$ cat src/design/escd_pkg.sv
// ----------------------------------------------------------------------------
// escd_pkg: shared types and codes of the escape sequence decoder
// Result status codes and the result group that travels from the decoder
// to the output stage of the top level.
// ----------------------------------------------------------------------------
package escd_pkg;

  // Result status codes
  localparam logic [1:0] ST_OK          = 2'd0;
  localparam logic [1:0] ST_BAD_DIGITS  = 2'd1;
  localparam logic [1:0] ST_TOO_LARGE   = 2'd2;
  localparam logic [1:0] ST_UNSUPPORTED = 2'd3;

  // All results of one escape: up to four bytes, lowest entry first
  typedef struct packed {
    logic [3:0][7:0] bytes;     // result bytes, entry 0 goes out first
    logic [1:0]      last_idx;  // index of the final byte (count - 1)
    logic [1:0]      status;    // status shared by the whole group
  } grp_t;

endpackage

$ cat src/design/escd_decode.sv
// ----------------------------------------------------------------------------
// escd_decode: escape body state and result group builder
// Holds the escape class, counters and digit accumulator. On the final
// character it builds the whole result group in one pass and clears state.
// ----------------------------------------------------------------------------
module escd_decode (
  input  logic                clk,
  input  logic                rst_n,
  input  logic                fire,     // a character transfer this cycle
  input  logic [7:0]          ch,
  input  logic                fin,      // final character of the escape body
  output escd_pkg::grp_t      grp       // results, meaningful when fire && fin
);

  // Escape classes
  localparam logic [2:0] CLS_WAIT  = 3'd0;
  localparam logic [2:0] CLS_NAMED = 3'd1;
  localparam logic [2:0] CLS_OCT   = 3'd2;
  localparam logic [2:0] CLS_HEX2  = 3'd3;
  localparam logic [2:0] CLS_HEX4  = 3'd4;
  localparam logic [2:0] CLS_HEX8  = 3'd5;
  localparam logic [2:0] CLS_BAD   = 3'd6;

  localparam logic [31:0] MAX_CODE_POINT = 32'h0010_FFFF;

  // Map a named escape letter to its byte; bit 8 flags a hit
  function automatic logic [8:0] named_lookup(input logic [7:0] c);
    logic [8:0] r;
    begin
      r = 9'h000;
      unique case (c)
        8'h61:   r = {1'b1, 8'h07};  // a
        8'h62:   r = {1'b1, 8'h08};  // b
        8'h65:   r = {1'b1, 8'h1B};  // e
        8'h66:   r = {1'b1, 8'h0C};  // f
        8'h6E:   r = {1'b1, 8'h0A};  // n
        8'h72:   r = {1'b1, 8'h0D};  // r
        8'h74:   r = {1'b1, 8'h09};  // t
        8'h76:   r = {1'b1, 8'h0B};  // v
        8'h5C:   r = {1'b1, 8'h5C};  // backslash
        8'h27:   r = {1'b1, 8'h27};  // single quote
        8'h22:   r = {1'b1, 8'h22};  // double quote
        8'h3F:   r = {1'b1, 8'h3F};  // question mark
        default: r = 9'h000;
      endcase
      return r;
    end
  endfunction

  // Hex digit value; bit 4 flags a valid digit
  function automatic logic [4:0] hex_lookup(input logic [7:0] c);
    logic [7:0] d;
    begin
      d = 8'h00;
      if (c >= 8'h30 && c <= 8'h39) begin
        d = c - 8'h30;
        return {1'b1, d[3:0]};
      end else if (c >= 8'h61 && c <= 8'h66) begin
        d = c - 8'h57;
        return {1'b1, d[3:0]};
      end else if (c >= 8'h41 && c <= 8'h46) begin
        d = c - 8'h37;
        return {1'b1, d[3:0]};
      end
      return 5'h00;
    end
  endfunction

  // Number of hex digits each hex class takes
  function automatic logic [3:0] need_of(input logic [2:0] cls);
    begin
      if (cls == CLS_HEX2) begin
        return 4'd2;
      end else if (cls == CLS_HEX4) begin
        return 4'd4;
      end
      return 4'd8;
    end
  endfunction

  logic [2:0]  cls_r,    cls_nxt;
  logic [3:0]  cnt_r,    cnt_nxt;
  logic [31:0] acc_r,    acc_nxt;
  logic [3:0]  taken_r,  taken_nxt;
  logic        ostop_r,  ostop_nxt;
  logic        derr_r,   derr_nxt;
  logic [7:0]  simple_r, simple_nxt;

  logic [8:0]  named;
  logic [4:0]  hexd;
  logic        is_oct;
  logic        is_hex_cls;
  logic [3:0]  need_cur;
  logic [3:0]  need_nxt;
  logic [20:0] cp;

  assign named      = named_lookup(ch);
  assign hexd       = hex_lookup(ch);
  assign is_oct     = (ch >= 8'h30) && (ch <= 8'h37);
  assign is_hex_cls = (cls_r == CLS_HEX2) || (cls_r == CLS_HEX4) || (cls_r == CLS_HEX8);
  assign need_cur   = need_of(cls_r);
  assign need_nxt   = need_of(cls_nxt);
  assign cp         = acc_nxt[20:0];

  // Advance the escape state by one character
  always_comb begin
    cls_nxt    = cls_r;
    cnt_nxt    = cnt_r;
    acc_nxt    = acc_r;
    taken_nxt  = taken_r;
    ostop_nxt  = ostop_r;
    derr_nxt   = derr_r;
    simple_nxt = simple_r;
    if (cls_r == CLS_WAIT) begin
      cnt_nxt    = 4'd0;
      acc_nxt    = 32'd0;
      taken_nxt  = 4'd0;
      ostop_nxt  = 1'b0;
      derr_nxt   = 1'b0;
      simple_nxt = 8'h00;
      priority if (named[8]) begin
        cls_nxt    = CLS_NAMED;
        simple_nxt = named[7:0];
      end else if (is_oct) begin
        cls_nxt   = CLS_OCT;
        acc_nxt   = {29'd0, ch[2:0]};
        taken_nxt = 4'd1;
      end else if (ch == 8'h78) begin
        cls_nxt = CLS_HEX2;
      end else if (ch == 8'h75) begin
        cls_nxt = CLS_HEX4;
      end else if (ch == 8'h55) begin
        cls_nxt = CLS_HEX8;
      end else begin
        cls_nxt = CLS_BAD;
      end
    end else begin
      if (cls_r == CLS_OCT) begin
        if (!ostop_r && taken_r < 4'd3) begin
          if (is_oct) begin
            acc_nxt   = {acc_r[28:0], ch[2:0]};
            taken_nxt = taken_r + 4'd1;
          end else begin
            ostop_nxt = 1'b1;
          end
        end
      end else if (is_hex_cls) begin
        if (cnt_r < need_cur) begin
          if (hexd[4]) begin
            acc_nxt   = {acc_r[27:0], hexd[3:0]};
            taken_nxt = taken_r + 4'd1;
          end else begin
            derr_nxt = 1'b1;
          end
        end
      end
      if (cnt_r != 4'hF) begin
        cnt_nxt = cnt_r + 4'd1;
      end
    end
  end

  // Build the result group from the updated state
  always_comb begin
    grp.bytes    = '0;
    grp.last_idx = 2'd0;
    grp.status   = escd_pkg::ST_OK;
    unique case (cls_nxt)
      CLS_NAMED: begin
        grp.bytes[0] = simple_nxt;
      end
      CLS_OCT: begin
        grp.bytes[0] = acc_nxt[7:0];
      end
      CLS_HEX2, CLS_HEX4, CLS_HEX8: begin
        priority if (derr_nxt || taken_nxt != need_nxt) begin
          grp.status = escd_pkg::ST_BAD_DIGITS;
        end else if (cls_nxt == CLS_HEX2) begin
          grp.bytes[0] = acc_nxt[7:0];
        end else if (acc_nxt > MAX_CODE_POINT) begin
          grp.status = escd_pkg::ST_TOO_LARGE;
        end else if (cp < 21'h80) begin
          grp.bytes[0] = cp[7:0];
        end else if (cp < 21'h800) begin
          grp.bytes[0]  = {3'b110, cp[10:6]};
          grp.bytes[1]  = {2'b10, cp[5:0]};
          grp.last_idx  = 2'd1;
        end else if (cp < 21'h10000) begin
          grp.bytes[0]  = {4'b1110, cp[15:12]};
          grp.bytes[1]  = {2'b10, cp[11:6]};
          grp.bytes[2]  = {2'b10, cp[5:0]};
          grp.last_idx  = 2'd2;
        end else begin
          grp.bytes[0]  = {5'b11110, cp[20:18]};
          grp.bytes[1]  = {2'b10, cp[17:12]};
          grp.bytes[2]  = {2'b10, cp[11:6]};
          grp.bytes[3]  = {2'b10, cp[5:0]};
          grp.last_idx  = 2'd3;
        end
      end
      default: begin
        grp.status = escd_pkg::ST_UNSUPPORTED;
      end
    endcase
  end

  // Hold state between characters; clear after the final one
  always_ff @(posedge clk) begin
    if (!rst_n) begin
      cls_r    <= CLS_WAIT;
      cnt_r    <= 4'd0;
      acc_r    <= 32'd0;
      taken_r  <= 4'd0;
      ostop_r  <= 1'b0;
      derr_r   <= 1'b0;
      simple_r <= 8'h00;
    end else if (fire) begin
      if (fin) begin
        cls_r    <= CLS_WAIT;
        cnt_r    <= 4'd0;
        acc_r    <= 32'd0;
        taken_r  <= 4'd0;
        ostop_r  <= 1'b0;
        derr_r   <= 1'b0;
        simple_r <= 8'h00;
      end else begin
        cls_r    <= cls_nxt;
        cnt_r    <= cnt_nxt;
        acc_r    <= acc_nxt;
        taken_r  <= taken_nxt;
        ostop_r  <= ostop_nxt;
        derr_r   <= derr_nxt;
        simple_r <= simple_nxt;
      end
    end
  end

endmodule

$ cat src/design/escape_sequence_decoder.sv
// ----------------------------------------------------------------------------
// escape_sequence_decoder: C style escape body to bytes / UTF-8
// Takes the characters after the backslash one per transfer and emits the
// decoded bytes, or one error result, after the final character.
// ----------------------------------------------------------------------------
//
//  Channel | Ports  | tdata          | tuser       | tlast
//  --------+--------+----------------+-------------+-----------------------
//  input   | in_*   | [7:0] ch       | -           | end_of_escape
//  result  | out_*  | [7:0] out_byte | [1:0] status| last_byte
//
//  One character is taken per cycle while in_tready is high; a final
//  character produces its whole result group (1 to 4 bytes) in the same
//  cycle, and the output stage sends one byte per cycle while out_tready
//  is high. A one-entry skid register keeps in_tready a plain register
//  output. Reset leaves both stages empty and the decoder waiting for an
//  escape letter. A stall on the result side fills the skid register,
//  after which in_tready drops.
//
module escape_sequence_decoder (
  input  logic       clk,
  input  logic       rst_n,
  input  logic       in_tvalid,
  output logic       in_tready,
  input  logic [7:0] in_tdata,   // [7:0] ch
  input  logic       in_tlast,
  output logic       out_tvalid,
  input  logic       out_tready,
  output logic [7:0] out_tdata,  // [7:0] out_byte
  output logic [1:0] out_tuser,  // [1:0] status
  output logic       out_tlast
);

  escd_pkg::grp_t  new_grp;
  logic            in_fire;
  logic            new_valid;
  logic            out_fire;
  logic            b_free;

  // Skid register
  logic            a_full_r,   a_full_nxt;
  escd_pkg::grp_t  a_grp_r,    a_grp_nxt;

  // Output register
  logic            b_valid_r,  b_valid_nxt;
  logic [3:0][7:0] b_bytes_r,  b_bytes_nxt;
  logic [1:0]      b_left_r,   b_left_nxt;
  logic [1:0]      b_status_r, b_status_nxt;

  assign in_tready = !a_full_r;
  assign in_fire   = in_tvalid && in_tready;
  assign new_valid = in_fire && in_tlast;
  assign out_fire  = out_tvalid && out_tready;
  assign b_free    = !b_valid_r || (out_tready && b_left_r == 2'd0);

  escd_decode u_decode (
    .clk   (clk),
    .rst_n (rst_n),
    .fire  (in_fire),
    .ch    (in_tdata),
    .fin   (in_tlast),
    .grp   (new_grp)
  );

  // Route result groups through the skid and output registers
  always_comb begin
    a_full_nxt   = a_full_r;
    a_grp_nxt    = a_grp_r;
    b_valid_nxt  = b_valid_r;
    b_bytes_nxt  = b_bytes_r;
    b_left_nxt   = b_left_r;
    b_status_nxt = b_status_r;
    if (b_free) begin
      priority if (a_full_r) begin
        b_valid_nxt  = 1'b1;
        b_bytes_nxt  = a_grp_r.bytes;
        b_left_nxt   = a_grp_r.last_idx;
        b_status_nxt = a_grp_r.status;
        a_full_nxt   = 1'b0;
      end else if (new_valid) begin
        b_valid_nxt  = 1'b1;
        b_bytes_nxt  = new_grp.bytes;
        b_left_nxt   = new_grp.last_idx;
        b_status_nxt = new_grp.status;
      end else begin
        b_valid_nxt  = 1'b0;
      end
    end else begin
      if (out_fire) begin
        b_bytes_nxt = {8'h00, b_bytes_r[3], b_bytes_r[2], b_bytes_r[1]};
        b_left_nxt  = b_left_r - 2'd1;
      end
      if (new_valid) begin
        a_full_nxt = 1'b1;
        a_grp_nxt  = new_grp;
      end
    end
  end

  always_ff @(posedge clk) begin
    if (!rst_n) begin
      a_full_r  <= 1'b0;
      b_valid_r <= 1'b0;
    end else begin
      a_full_r  <= a_full_nxt;
      b_valid_r <= b_valid_nxt;
    end
  end

  always_ff @(posedge clk) begin
    a_grp_r    <= a_grp_nxt;
    b_bytes_r  <= b_bytes_nxt;
    b_left_r   <= b_left_nxt;
    b_status_r <= b_status_nxt;
  end

  // Drive the result channel from the output register
  assign out_tvalid = b_valid_r;
  assign out_tdata  = b_bytes_r[0];
  assign out_tuser  = b_status_r;
  assign out_tlast  = (b_left_r == 2'd0);

  // Skid register fills only behind a busy output register
  a_full_needs_b : assert property (@(posedge clk) disable iff (!rst_n)
    a_full_r |-> b_valid_r)
    else $error("skid register full while output register empty");

  // Error results are single zero bytes
  err_single : assert property (@(posedge clk) disable iff (!rst_n)
    (out_tvalid && out_tuser != escd_pkg::ST_OK) |-> (out_tlast && out_tdata == 8'h00))
    else $error("error result not a single zero byte");

  // A multi-byte group carries on after a non-final transfer
  group_continues : assert property (@(posedge clk) disable iff (!rst_n)
    (out_tvalid && out_tready && !out_tlast) |=> out_tvalid)
    else $error("result group cut short");

  // Status stays the same across the bytes of one group
  status_steady : assert property (@(posedge clk) disable iff (!rst_n)
    (out_tvalid && out_tready && !out_tlast) |=> $stable(out_tuser))
    else $error("status changed inside a result group");

endmodule
$ cat config.mk
export PLATFORM = sky130hd
export DESIGN_NAME = escape_sequence_decoder
export DESIGN_NICKNAME = d
export VERILOG_FILES = /design/src/design/escd_pkg.sv /design/src/design/escd_decode.sv /design/src/design/escape_sequence_decoder.sv
export SDC_FILE = /design/constraint.sdc
export NUM_CORES = 1
export LEC_CHECK = 0
export BUFFER_PORTS_ARGS = -buffer_cell sky130_fd_sc_hd__buf_2
export CAP_MARGIN = 20
export CORE_MARGIN = 2
export CORE_UTILIZATION = 55
export DETAILED_ROUTE_END_ITERATION = 6
export HOLD_SLACK_MARGIN = 0.06
export PLACE_DENSITY_LB_ADDON = 0.12
export SYNTH_ARGS = -nofsm -noshare
export SYNTH_HDL_FRONTEND = slang
export SYNTH_HIERARCHICAL = 1
export SYNTH_SLANG_ARGS = --single-unit
$ cat constraint.sdc
create_clock -name clk -period 4.95 [get_ports clk]
set_clock_uncertainty 0.1 [all_clocks]
set_input_delay 0.2475 -clock clk [delete_from_list [all_inputs] [get_ports clk]]
set_output_delay 0.2475 -clock clk [all_outputs]
set_load 0.02 [all_outputs]
== Word-level counts from Yosys, hierarchy flattened ==
Index checks and enable logic that the tools add are counted.
Word-level totals
  register bits after elaboration: 127
  input port bits: 13
  output and inout port bits: 13
  word-level logic and storage cells: 204
Operators by class
  add/subtract/negate cells: 6
  magnitude comparators: 13
  eq/ne operators: 28
  muxes and demuxes: 103
  bitwise operators: 2
  reductions and logical operators: 31
Operators with widths (number)
  2-to-1 mux 32 bit: 13
  2-to-1 mux 26 bit: 6
  2-to-1 mux 18 bit: 6
  case mux 9 bit (12 select lines): 1
  equality test 8 x 7 -> 1 bit (second input constant): 12
  2-to-1 mux 24 bit: 4
  2-to-1 mux 4 bit: 19
  2-to-1 mux 34 bit: 2
  2-to-1 mux 8 bit: 6
  greater-than comparator 32 x 21 -> 1 bit (second input constant): 1
  equality test 8 x 6 -> 1 bit (second input constant): 3
  case mux 8 bit (3 select lines): 1
  2-to-1 mux 2 bit: 11
  < comparator 21 x 12 -> 1 bit (second input constant): 1
  < comparator 21 x 17 -> 1 bit (second input constant): 1
  < comparator 21 x 8 -> 1 bit (second input constant): 1
  2-to-1 mux 1 bit: 21
  2-to-1 mux 3 bit: 7
  2-to-1 mux 5 bit: 4
  >= comparator 8 x 7 -> 1 bit (second input constant): 2
  less-or-equal comparator 8 x 6 -> 1 bit (second input constant): 2
  less-or-equal comparator 8 x 7 -> 1 bit (second input constant): 2
  2-to-1 mux 16 bit: 1
  equality test 3 x 2 -> 1 bit (second input constant): 4
  other kinds (26): 52

== Longest topological paths before layout ==
Gate-level depths: netlist of run 1.
  word-level depth: 33
  depth in mapped cells: 22
  gate-level depth less buffers: 15

== Hierarchy ==
Netlist of run 1, hierarchy kept.
Modules (own cells, without submodules)
  escd_decode: times used 1, cells each 685, area an instance 4963.5 um2, sequential area each 1061.0 um2
  escape_sequence_decoder: times used 1, cells each 175, area an instance 3234.4 um2, sequential area each 2202.1 um2

== Least setup slack after synthesis of run 1 ==
No wires, ideal clock.
  path kind: flip-flop to flip-flop
  from: register u_decode.cls_r[1]
  to: register b_bytes_r[23] (netlist name), data pin
  setup time: 0.260 ns
  data arrival time: 4.098 ns
  data required time: 4.590 ns
  path slack: 0.493 ns
  cell stages (with the launch flop): 23
  buffers on the path: 7
  clock period less this slack: 4.457 ns
  cell sequence: dfxtp_1 clkbuf_1 nand2b_1 nand2b_1 nand2_1 ha_1 and2_1 o21a_1 or3_1 clkbuf_1 clkbuf_1 clkbuf_1 nand2_1 o221ai_1 and4_4 buf_6 a31oi_2 nand3_2 buf_2 a21oi_1 buf_4 mux2_4 mux2_2
RTL lines
  start: declaration: line escd_decode.sv:81  | logic [2:0] cls_r, cls_nxt;
  start signal: assignment: line escd_decode.sv:227  | cls_r <= cls_nxt;
  end signal: assignment: line escape_sequence_decoder.sv:112  | b_bytes_r <= b_bytes_nxt;
  end: declaration: line escape_sequence_decoder.sv:46  | logic [3:0][7:0] b_bytes_r, b_bytes_nxt;

==> run metrics, run 1 <==
outcome finished, final reports clean; via count just over 7000; sequential group share of total power 0.414; met1 global-route usage 0.402; time the final worst path needs with I/O delays and setup approximately 4.7 ns; final-report hold violation count 0; DRC errors left 0; post-synthesis instance area ~0.008 mm²; Max stage delay on crit path between 0.7 and 0.8 ns; total setup buffers inserted after CTS 0; post-synthesis instance total 860; clock slew seen by the registers of the worst setup and hold paths 0.06 ns; dpl hpwl 15800 µm; number of synthesized flops with an enable pin 72; Avg Synthesized Cell Area 9.53 µm²; Internal Power between 2000 and 2500 µW; dominant cell type by count on the critical path sky130_fd_sc_hd__or4_1; met2 track utilization from global routing 0.452; Clk pwr share 0.449; setup repair after global routing missed its margin no; number of global-route vias before repair 6971; maximum number of pins on one net before global-route repair 52; endpoint type of the worst setup path flip-flop; portion of synthesized cell area occupied by the leading cell type 0.264; data arrival time of the worst path 4.86 ns; portion of the clock cycle consumed by the worst path in the final layout 0.943; max_slew headroom 0.318; Pre-antenna DRT Iters 6; total overflow reported by the global router 0; type of the most critical hold path in -> reg; series of cell instances along the critical path ha_1 > or4_1 > or4_1 > o21ai_0 > a31o_2 > or2_2 > nand4_1 > a2111oi_4 > nand3_2 > buf_4 > a21oi_1 > mux2_4 > mux2_2; combinational cell fraction of total power 0.138; hold buffers post-CTS 0; number of core rows 44; global routing usage summed across all routing layers 0.293; worst-case setup margin in the final layout 0.283 ns; asr flop ratio synth 0; power spent charging and discharging nets 754 µW; Startpoint Class flip-flop; total number of clock tree sinks about 130; top_reg_cell synth sky130_fd_sc_hd__edfxtp_1; largest fanout of any net on the critical path 13; Seq/Total Area, Yosys 0.398; slowest stage cell on the critical path sky130_fd_sc_hd__or4_1; Distinct cells, synth 90; leakage power around 0.0032 µW; Worst-Skew Late Latency 0.42 ns; layout overhead on the synthesized area 10.3%; Final Setup Violations 0; register-to-register path setup slack 0.28 ns; count of maximum capacitance violations 0; post-route setup TNS 0 ns; fin util 0.622; met3 layer usage reported by global route 0.0650; number of levels in the clock H-tree 4; Worst Setup Slack post-DPL 0.257 ns; Synth Register Bits 127; core footprint 0.0145 mm²; Root Buffer Master sky130_fd_sc_hd__clkbuf_16; number of nets at the end of the flow 888; maximum operating frequency 214 MHz; via density per instance 6.79; area leader, netlist sky130_fd_sc_hd__edfxtp_1; Die X-Extent 126 µm; total clock buffers created by CTS 17; IO Port Bufs 25; routed len/inst 21.7 µm; Post-Route WL roughly 23000 µm; deepest clock path buffer count 2; layout cell share with drive strength beyond 1 0.203; critical setup path kind reg -> reg; placed instance count 1030; Yosys Warn Count 6; Slew Viols, Final 0; terminating pin of the worst hold path out_tvalid$_SDFFE_PN0N_; layer with the highest usage after global routing met2; Worst Path Required roughly 5 ns; DIE AREA ~0.016 mm²; Sw Share 0.266; global-route wire length before repair about 37000 µm; largest vdd supply drop 0.238 mV; clock tree from TritonCTS done; post-route ant nets 0; initial antenna violation count 0; Initial DRC Count 915; slew of the pin with the lowest slew margin between 1 and 1.5 ns; count of pins on the block boundary 26; depth of the most critical reg-to-reg path 13; height of the chip 126 µm; Ant. Diodes 0; power per standard cell area 314 mW/mm²; most area-consuming cells after synthesis sky130_fd_sc_hd__edfxtp_1, sky130_fd_sc_hd__dfxtp_1, sky130_fd_sc_hd__mux2_4; placer's final routability congestion estimate 1.02; Hold Path Stages 3; starting utilization of the core area 0.564; reg2reg start u_decode/taken_r[0]$_SDFFE_PN0P_; r2r endpoint b_bytes_r[23]$_DFFE_PP_; number of standard cells in the layout, taps in and fillers out 1063; startpoint of the worst hold path in_tvalid
## final cells by class
| cell class | count | area, µm² |
|---|---|---|
| Sequential cell | 127 | 3270 |
| Multi-Input combinational cell | 631 | 4450 |
| Timing Repair Buffer | 58 | 385 |
| Clock inverter | 13 | 160 |
| Clock buffer | 19 | 433 |
| Tap cell | 184 | 230 |
| Fill cell | 1227 | 5490 |
| Inverter | 31 | 116 |
## power by group through the flow
stage	clock network (µW)	registers, µW	logic (µW)
after floorplan	0	1190	276
after global placement	0	1190	366
after detailed placement	0	1200	373
after CTS	1280	1170	376
after global routing	1340	1180	421
final	1270	1170	391
## worst max path at each step
stage	from	endpoint	slack [ns]	depth (start not counted)
5_1_grt	u_decode/cls_r[0]$_SDFFE_PN0P_	b_bytes_r[23]$_DFFE_PP_	0.03	17
6_report	u_decode/taken_r[0]$_SDFFE_PN0P_	b_bytes_r[23]$_DFFE_PP_	0.28	13
3_5_place_dp	u_decode/cls_r[2]$_SDFFE_PN0P_	out_tdata[6]$_DFFE_PP_	0.26	15
3_3_place_gp	u_decode/cls_r[2]$_SDFFE_PN0P_	out_tdata[6]$_DFFE_PP_	0.32	15
2_1_floorplan	u_decode/cls_r[1]$_SDFFE_PN0P_	b_bytes_r[23]$_DFFE_PP_	0.49	22
4_1_cts	u_decode/cls_r[2]$_SDFFE_PN0P_	b_bytes_r[23]$_DFFE_PP_	0.23	16
## state kept, by name, indices dropped and copies added, names as in the netlist
| register | cells |
|---|---|
| u_decode/simple_r | 8 |
| u_decode/derr_r | 1 |
| u_decode/acc_r | 32 |
| u_decode/cls_r | 3 |
| u_decode/taken_r | 4 |
| a_grp_r | 36 |
| a_full_r | 1 |
| b_bytes_r | 24 |
| out_tdata | 8 |
| b_left_r | 2 |
| out_tuser | 2 |
| out_tvalid | 1 |
| u_decode/cnt_r | 4 |
| u_decode/ostop_r | 1 |
## layout by cell type, fill, tap and decap left out, types with 21 or more instances in the layout
master	instances
sky130_fd_sc_hd__and2_1	27
sky130_fd_sc_hd__mux2_4	23
sky130_fd_sc_hd__a21oi_1	52
sky130_fd_sc_hd__nor2_1	76
sky130_fd_sc_hd__edfxtp_1	72
sky130_fd_sc_hd__mux2_2	28
sky130_fd_sc_hd__mux2i_1	21
sky130_fd_sc_hd__buf_4	32
sky130_fd_sc_hd__buf_2	25
sky130_fd_sc_hd__nand2_1	49
sky130_fd_sc_hd__inv_1	31
sky130_fd_sc_hd__o21ai_0	45
sky130_fd_sc_hd__dfxtp_1	53
## cell families after synthesis
logic type	synth area share
simple gates	0.190
other cells	0.000457
compound gates	0.225
fa+ha+maj	0.0137
mux	0.106
flops	0.398
buf+inv	0.0656
xor+xnor	0.00107
## per-layer routing
| layer | vias up | share of wire |
|---|---|---|
| li1 | 3265 | - |
| met1 | 3386 | 0.43 |
| met2 | 460 | 0.44 |
| met3 | 102 | 0.088 |
| met4 | 0 | 0.041 |
| met5 | - | 0 |
## stage by stage
step                hold slack [ns]  total power [µW]  area [µm²]
finish                       0.0762              2840        9040
global route                  0.138              2930        9040
CTS                          0.0762              2830        9010
detailed placement            0.372              1570        8410
global placement              0.370              1560        8410
floorplan                     0.265              1470        8210
## Yosys cell counts, types with 6 or more instances
master / n
sky130_fd_sc_hd__a211oi_1: 16
sky130_fd_sc_hd__a21o_1: 6
sky130_fd_sc_hd__a21oi_1: 53
sky130_fd_sc_hd__a22oi_1: 11
sky130_fd_sc_hd__a31oi_1: 12
sky130_fd_sc_hd__a32oi_1: 6
sky130_fd_sc_hd__and2_1: 27
sky130_fd_sc_hd__buf_2: 10
sky130_fd_sc_hd__buf_4: 14
sky130_fd_sc_hd__buf_6: 11
sky130_fd_sc_hd__clkbuf_1: 37
sky130_fd_sc_hd__dfxtp_1: 55
sky130_fd_sc_hd__edfxtp_1: 72
sky130_fd_sc_hd__ha_1: 9
sky130_fd_sc_hd__inv_1: 31
sky130_fd_sc_hd__mux2_2: 28
sky130_fd_sc_hd__mux2_4: 23
sky130_fd_sc_hd__mux2i_1: 21
sky130_fd_sc_hd__nand2_1: 49
sky130_fd_sc_hd__nand2b_1: 11
sky130_fd_sc_hd__nand3_1: 14
sky130_fd_sc_hd__nand4_1: 9
sky130_fd_sc_hd__nor2_1: 76
sky130_fd_sc_hd__nor2b_1: 15
sky130_fd_sc_hd__nor3_1: 18
sky130_fd_sc_hd__nor4_1: 11
sky130_fd_sc_hd__o211ai_1: 8
sky130_fd_sc_hd__o21ai_0: 45
sky130_fd_sc_hd__o221ai_1: 13
sky130_fd_sc_hd__o22ai_1: 16
sky130_fd_sc_hd__o31ai_1: 7
sky130_fd_sc_hd__or2_2: 6
sky130_fd_sc_hd__or3_1: 8
## worst max-delay path: cells and delay by family, from the launching register on
kind / cells / cell delay, ns
fa+ha+maj: 1 / 0.27
flops: 1 / 0.35
simple gates: 5 / 1.95
mux: 2 / 0.34
buf+inv: 1 / 0.26
compound gates: 4 / 1.24
## timing repair
action | in CTS | in global routing
resized for setup | 0 | 3
endpoints found under the hold margin | 0 | 0
endpoints found under the setup margin | 0 | 19
Power figures use the tool's default switching activity.
==> inputs of run 2 (changes only) <==
Settings changed: REMOVE_ABC_BUFFERS set to 1.
==> run metrics, run 2 (synthesis results as in run 1) <==
layout overhead on the synthesized area 11.1% (was 10.3%); count of maximum capacitance violations 0 (unchanged); post-route setup TNS 0 ns (unchanged); Pre-antenna DRT Iters 6 (unchanged); Internal Power 2030 µW (was 2080 µW); Sw Share 0.271 (was 0.266); Startpoint Class flip-flop (unchanged); number of core rows 44 (unchanged); Root Buffer Master sky130_fd_sc_hd__clkbuf_16 (unchanged); critical setup path kind reg -> reg (unchanged); largest vdd supply drop 0.224 mV (was 0.238 mV); number of global-route vias before repair 6915 (was 6971); time the final worst path needs with I/O delays and setup 4.67 ns (about the same); Cell Area, Placed 0.00846 mm² (was 0.00841 mm²); Most flops, register a_grp_r (unchanged); dpl hpwl 16400 µm (was 15800 µm); slew of the pin with the lowest slew margin 1.04 ns (was 1.02 ns); startpoint of the worst hold path in_tlast (was in_tvalid); count of pins on the block boundary 26 (unchanged); maximum operating frequency 214 MHz (about the same); number of levels in the clock H-tree 4 (unchanged); routed len/inst 21.8 µm (was 21.7 µm); number of nets at the end of the flow 897 (was 888); most frequent cells in the layout sky130_fd_sc_hd__nor2_1, sky130_fd_sc_hd__edfxtp_1, sky130_fd_sc_hd__dfxtp_1, sky130_fd_sc_hd__a21oi_1, sky130_fd_sc_hd__nand2_1 (unchanged); outcome finished, final reports clean (unchanged); power spent charging and discharging nets 757 µW (was 754 µW); Post-Layout Inst Area 0.00910 mm² (was 0.00904 mm²); leading cell type in the layout, fill and taps excluded sky130_fd_sc_hd__nor2_1 (unchanged); final-report hold violation count 0 (unchanged); IO Port Bufs 25 (unchanged); maximum number of pins on one net before global-route repair 52 (unchanged); via density per instance 6.70 (was 6.79); data arrival time of the worst path 4.75 ns (was 4.86 ns); initial antenna violation count 0 (unchanged); height of the chip 126 µm (unchanged); clock slew seen by the registers of the worst setup and hold paths 0.06 ns (about the same); placed instance count 1036 (was 1030); max_slew headroom 0.304 (was 0.318); DRC errors left 0 (unchanged); post-route ant nets 0 (unchanged); power per standard cell area 307 mW/mm² (was 314 mW/mm²); core footprint 0.0145 mm² (unchanged); portion of the clock cycle consumed by the worst path in the final layout 0.944 (was 0.943); sequential group share of total power 0.420 (was 0.414); total overflow reported by the global router 0 (unchanged); Initial DRC Count 983 (was 915); Fill cells 1185 (was 1227); Regs by FF count a_grp_r x36, u_decode/acc_r x32, b_bytes_r x24 (unchanged); DIE AREA 0.0159 mm² (unchanged); Die X-Extent 126 µm (unchanged); total clock buffers created by CTS 17 (unchanged); Final Setup Violations 0 (unchanged); Worst Path Required 5.02 ns (was 5.15 ns); combinational cell fraction of total power 0.144 (was 0.138); Post-Route WL 23400 µm (was 23100 µm); number of standard cells in the layout, taps in and fillers out 1072 (was 1063); reg2reg start u_decode/cls_r[0]$_SDFFE_PN0P_ (was u_decode/taken_r[0]$_SDFFE_PN0P_); global routing usage summed across all routing layers 0.298 (was 0.293); largest fanout of any net on the critical path 16 (was 13); placer's final routability congestion estimate 0.992 (was 1.02); via count 7185 (was 7213); Clk pwr share 0.436 (was 0.449); area taken by flip-flops and latches 0.00327 mm² (unchanged); Ant. Diodes 0 (unchanged); setup repair after global routing missed its margin no (unchanged); leakage power 0.00326 µW (was 0.00323 µW); deepest clock path buffer count 2 (unchanged); clock tree from TritonCTS done (unchanged); flip-flop count of the largest register after layout 36 (unchanged); launching instance or port of the critical path u_decode/cls_r[0]$_SDFFE_PN0P_ (was u_decode/taken_r[0]$_SDFFE_PN0P_); layout cell share with drive strength beyond 1 0.209 (was 0.203); total number of clock tree sinks 127 (unchanged); area occupied by multi-input gates 0.00446 mm² (was 0.00445 mm²); Worst-Skew Late Latency 0.43 ns (was 0.42 ns); Slew Viols, Final 0 (unchanged); endpoint type of the worst setup path flip-flop (unchanged); type of the most critical hold path in -> reg (unchanged); global-route wire length before repair 37400 µm (was 37100 µm); starting utilization of the core area 0.564 (unchanged); Power Total 2790 µW (was 2840 µW)
[run 2: cell count changes in the layout (fill, tap and decap cells not counted), sizes merged]
cell         delta
bufinv          -1
clkinvlp        +1
clkinv          +2
dlygate4sd3     +1
inv             -1
clkbuf          -1
buf             +8
[run 2: metrics by stage]
step,utilization,setup WS (ns),hold slack (ns)
6_report,0.626,0.277,0.340
5_1_grt,0.626,0.0200,0.351
3_3_place_gp,0.582,0.340,0.369
4_1_cts,0.622,0.172,0.316
2_1_floorplan,-,-0.633,0.264
3_5_place_dp,0.582,0.197,0.378
[run 2: timing repair]
item,4_1_cts,5_1_grt
hold endpoints to repair,1,0
setup endpoints to repair,0,8
setup buffers,0,1
hold buffers,1,0
gates resized for setup,0,5
[run 2: worst max-delay path: stages, from the launching register on]
cell and delay, ns:
sky130_fd_sc_hd__dfxtp_1 0.42, sky130_fd_sc_hd__inv_1 0.15, sky130_fd_sc_hd__nand2b_1 0.13, sky130_fd_sc_hd__nand2_1 0.06, sky130_fd_sc_hd__ha_1 0.28, sky130_fd_sc_hd__and2_1 0.16
sky130_fd_sc_hd__o21a_1 0.22, sky130_fd_sc_hd__or3_1 0.44, sky130_fd_sc_hd__nor2_1 0.19, sky130_fd_sc_hd__buf_4 0.25, sky130_fd_sc_hd__a221o_1 0.36, sky130_fd_sc_hd__and4_4 0.29
sky130_fd_sc_hd__buf_4 0.21, sky130_fd_sc_hd__nand3_1 0.10, sky130_fd_sc_hd__a32oi_1 0.29, sky130_fd_sc_hd__o21ai_0 0.21, sky130_fd_sc_hd__mux2_4 0.30, sky130_fd_sc_hd__mux2_2 0.26
[run 2: power groups by stage]
stage                     clock [µW]  sequential, µW  combinational (µW)
after detailed placement           0            1190                 382
final                           1220            1170                 403
after global placement             0            1190                 379
after CTS                       1240            1170                 384
after floorplan                    0            1200                 231
after global routing            1290            1180                 432
[run 2: area by class of cell]
cell class	count	area share
multi-input combinational	631	0.490
sequential	127	0.359
timing repair buffer	67	0.0510
clock buffer	18	0.0471
tap	184	0.0253
clock inverter	14	0.0155
inverter	31	0.0128
[run 2: final timing paths]
path                                            end  slack (ns)  cells past startpoint
hold reg to reg   u_decode/simple_r[7]$_SDFFE_PN0P_        0.39                      1
hold / removal     u_decode/taken_r[0]$_SDFFE_PN0P_        0.34                      3
setup reg to reg             out_tdata[1]$_DFFE_PP_        0.28                     17
setup / recovery             out_tdata[1]$_DFFE_PP_        0.28                     17
[run 2: layer usage]
metal / wire [µm] / up-vias / share of wire / GRT usage
met5: 0 / - / 0 / 0
met4: 634 / 0 / 0.027 / 0.118
met3: 1740 / 72 / 0.074 / 0.0697
met2: 11200 / 358 / 0.48 / 0.487
met1: 9820 / 3462 / 0.42 / 0.383
li1: - / 3293 / - / -
==> inputs of run 3 (changes only) <==
Clock period 4.95 ns to 4.05 ns, I/O delays scaled along.
==> run metrics, run 3 (synthesis results as in run 1) <==
violated checks negative setup slack; number of levels in the clock H-tree 4 (unchanged); leading cell type in the layout, fill and taps excluded sky130_fd_sc_hd__buf_4 (was sky130_fd_sc_hd__nor2_1); total number of clock tree sinks 127 (unchanged); largest vdd supply drop 0.286 mV (was 0.224 mV); Post-Route WL 27000 µm (was 23400 µm); total overflow reported by the global router 0 (unchanged); number of nets at the end of the flow 1051 (was 897); most frequent cells in the layout sky130_fd_sc_hd__buf_4, sky130_fd_sc_hd__edfxtp_1, sky130_fd_sc_hd__nor2_1, sky130_fd_sc_hd__dfxtp_1, sky130_fd_sc_hd__nand2_1 (was sky130_fd_sc_hd__nor2_1, sky130_fd_sc_hd__edfxtp_1, sky130_fd_sc_hd__dfxtp_1, sky130_fd_sc_hd__a21oi_1, sky130_fd_sc_hd__nand2_1); IO Port Bufs 25 (unchanged); routed len/inst 22.0 µm (was 21.8 µm); Initial DRC Count 684 (was 983); number of standard cells in the layout, taps in and fillers out 1226 (was 1072); portion of the clock cycle consumed by the worst path in the final layout 1.03 (was 0.944); Worst-Skew Late Latency 0.42 ns (was 0.43 ns); Pre-antenna DRT Iters 7 (was 6); Most flops, register a_grp_r (unchanged); Startpoint Class flip-flop (unchanged); starting utilization of the core area 0.564 (unchanged); global-route wire length before repair 42200 µm (was 37400 µm); via density per instance 6.52 (was 6.70); Root Buffer Master sky130_fd_sc_hd__clkbuf_16 (unchanged); outcome finished with violations (was finished, final reports clean); Crit path max-delay family buffers and inverters (was simple AND/OR/NAND/NOR gates); worst-case setup margin in the final layout -0.138 ns (was 0.277 ns); Slew Viols, Final 0 (unchanged); clock slew seen by the registers of the worst setup and hold paths 0.06 ns (about the same); count of maximum capacitance violations 0 (unchanged); fin util 0.748 (was 0.626); slowest stage cell on the critical path sky130_fd_sc_hd__or3_4 (was sky130_fd_sc_hd__or3_1); layout overhead on the synthesized area 32.7% (was 11.1%); maximum number of pins on one net before global-route repair 52 (unchanged); Ant. Diodes 0 (unchanged); initial antenna violation count 0 (unchanged); via count 7989 (was 7185); series of cell instances along the critical path buf_6 > nand3b_1 > nand2_4 > ha_4 > and2_4 > o21a_1 > or3_4 > buf_6 > a21oi_4 > buf_6 > o221ai_2 > a31oi_1 > buf_4 > a2111oi_4 > buf_4 > buf_6 > a21oi_4 > buf_4 > o221ai_2 > mux2_4 > mux2_2 (was inv_1 > nand2b_1 > nand2_1 > ha_1 > and2_1 > o21a_1 > or3_1 > nor2_1 > buf_4 > a221o_1 > and4_4 > buf_4 > nand3_1 > a32oi_1 > o21ai_0 > mux2_4 > mux2_2); core footprint 0.0145 mm² (unchanged); slew of the pin with the lowest slew margin 1.09 ns (was 1.04 ns); layout cell share with drive strength beyond 1 0.391 (was 0.209); number of global-route vias before repair 8010 (was 6915); max_slew headroom 0.271 (was 0.304); type of the most critical hold path in -> reg (unchanged); global routing usage summed across all routing layers 0.337 (was 0.298); dpl hpwl 18700 µm (was 16400 µm); time the final worst path needs with I/O delays and setup 4.19 ns (was 4.67 ns); placed instance count 1162 (was 1036); DRC errors left 0 (unchanged); post-route ant nets 0 (unchanged); maximum operating frequency 239 MHz (was 214 MHz); endpoint type of the worst setup path flip-flop (unchanged); critical setup path kind reg -> reg (unchanged); Die X-Extent 126 µm (unchanged); power per standard cell area 321 mW/mm² (was 307 mW/mm²); deepest clock path buffer count 2 (unchanged); placer's final routability congestion estimate 0.987 (was 0.992); Final Setup Violations 18 (was 0); final-report hold violation count 0 (unchanged); clock tree from TritonCTS done (unchanged); data arrival time of the worst path 4.27 ns (was 4.75 ns); Regs by FF count a_grp_r x36, u_decode/acc_r x32, b_bytes_r x24 (unchanged); Max stage delay on crit path 0.35 ns (was 0.44 ns); Worst Path Required 4.13 ns (was 5.02 ns); flip-flop count of the largest register after layout 36 (unchanged); dominant cell type by count on the critical path sky130_fd_sc_hd__buf_6 (was sky130_fd_sc_hd__buf_4); number of core rows 44 (unchanged); setup repair after global routing missed its margin yes (was no); largest fanout of any net on the critical path 5 (was 16); count of pins on the block boundary 26 (unchanged); WP buf/inv 7 (was 3); DIE AREA 0.0159 mm² (unchanged); total clock buffers created by CTS 17 (unchanged); leakage power 0.00419 µW (was 0.00326 µW); height of the chip 126 µm (unchanged)
## run 3: changes by cell type in the layout (fill, tap and decap cells not counted), moves of 5 or more
cell                       change
sky130_fd_sc_hd__a21oi_1      -10
sky130_fd_sc_hd__nor3_4        +5
sky130_fd_sc_hd__a21oi_2       +7
sky130_fd_sc_hd__o221ai_1      -8
sky130_fd_sc_hd__o221ai_2      +7
sky130_fd_sc_hd__nor2_1        -9
sky130_fd_sc_hd__buf_4       +131
sky130_fd_sc_hd__o21ai_1       +5
sky130_fd_sc_hd__nor2_2        +6
sky130_fd_sc_hd__o21ai_0       -5
sky130_fd_sc_hd__a211oi_1      -5
sky130_fd_sc_hd__buf_6        +21
## run 3: final timing paths
check | from | endpoint | slack, ns | cells past startpoint
worst min-delay path | in_tlast | u_decode/taken_r[0]$_SDFFE_PN0P_ | 0.23 | 3
worst max register to register | u_decode/cls_r[1]$_SDFFE_PN0P_ | out_tdata[4]$_DFFE_PP_ | -0.14 | 21
worst max-delay path | u_decode/cls_r[1]$_SDFFE_PN0P_ | out_tdata[4]$_DFFE_PP_ | -0.14 | 21
worst min register to register | u_decode/simple_r[7]$_SDFFE_PN0P_ | u_decode/simple_r[7]$_SDFFE_PN0P_ | 0.39 | 1
## run 3: final cells by class
| cell class | instances | area, µm² |
|---|---|---|
| fill | 1010 | 3660 |
| clock inverter | 13 | 115 |
| tap | 184 | 230 |
| clock buffer | 19 | 433 |
| timing repair buffer | 221 | 1730 |
| multi-input combinational | 631 | 4980 |
| sequential | 127 | 3270 |
| inverter | 31 | 116 |
## run 3: report_power, final
part	leakage, µW	switching, µW	internal [µW]	total [µW]
Sequential	0.00109	19.8	1420	1440
Clock	0.000261	591	843	1430
Combinational	0.00284	376	250	626
## run 3: routing by layer
metal | share of wire | wire length (µm) | GRT usage
met1 | 0.41 | 11100 | 0.425
met5 | 0 | 0 | 0
met2 | 0.48 | 12900 | 0.561
met4 | 0.040 | 1080 | 0.167
met3 | 0.069 | 1860 | 0.0561
## run 3: stage by stage
stage | power (µW) | setup slack, ns | area [µm²] | hold slack, ns | setup TNS [ns]
2_1_floorplan | 1750 | -1.53 | 7780 | 0.219 | -67.43
6_report | 3500 | -0.138 | 10900 | 0.231 | -0.858
5_1_grt | 3600 | -0.196 | 10900 | 0.255 | -3.04
3_5_place_dp | 2000 | -0.310 | 9440 | 0.380 | -5.30
4_1_cts | 3470 | -0.0412 | 10600 | 0.204 | -0.203
3_3_place_gp | 1990 | -0.226 | 9440 | 0.373 | -2.66
## run 3: worst min-delay path, cell delays in order
cell                      delay, ns
sky130_fd_sc_hd__buf_2         0.23
sky130_fd_sc_hd__o22ai_1       0.15
sky130_fd_sc_hd__and2_1        0.13
## run 3: repair_timing
item,CTS,global route
resized for setup,77,55
setup buffers,21,12
hold buffers,1,0
hold endpoints to repair,1,0
cloned,0,0
pin swaps,14,32
endpoints found under the setup margin,42,37
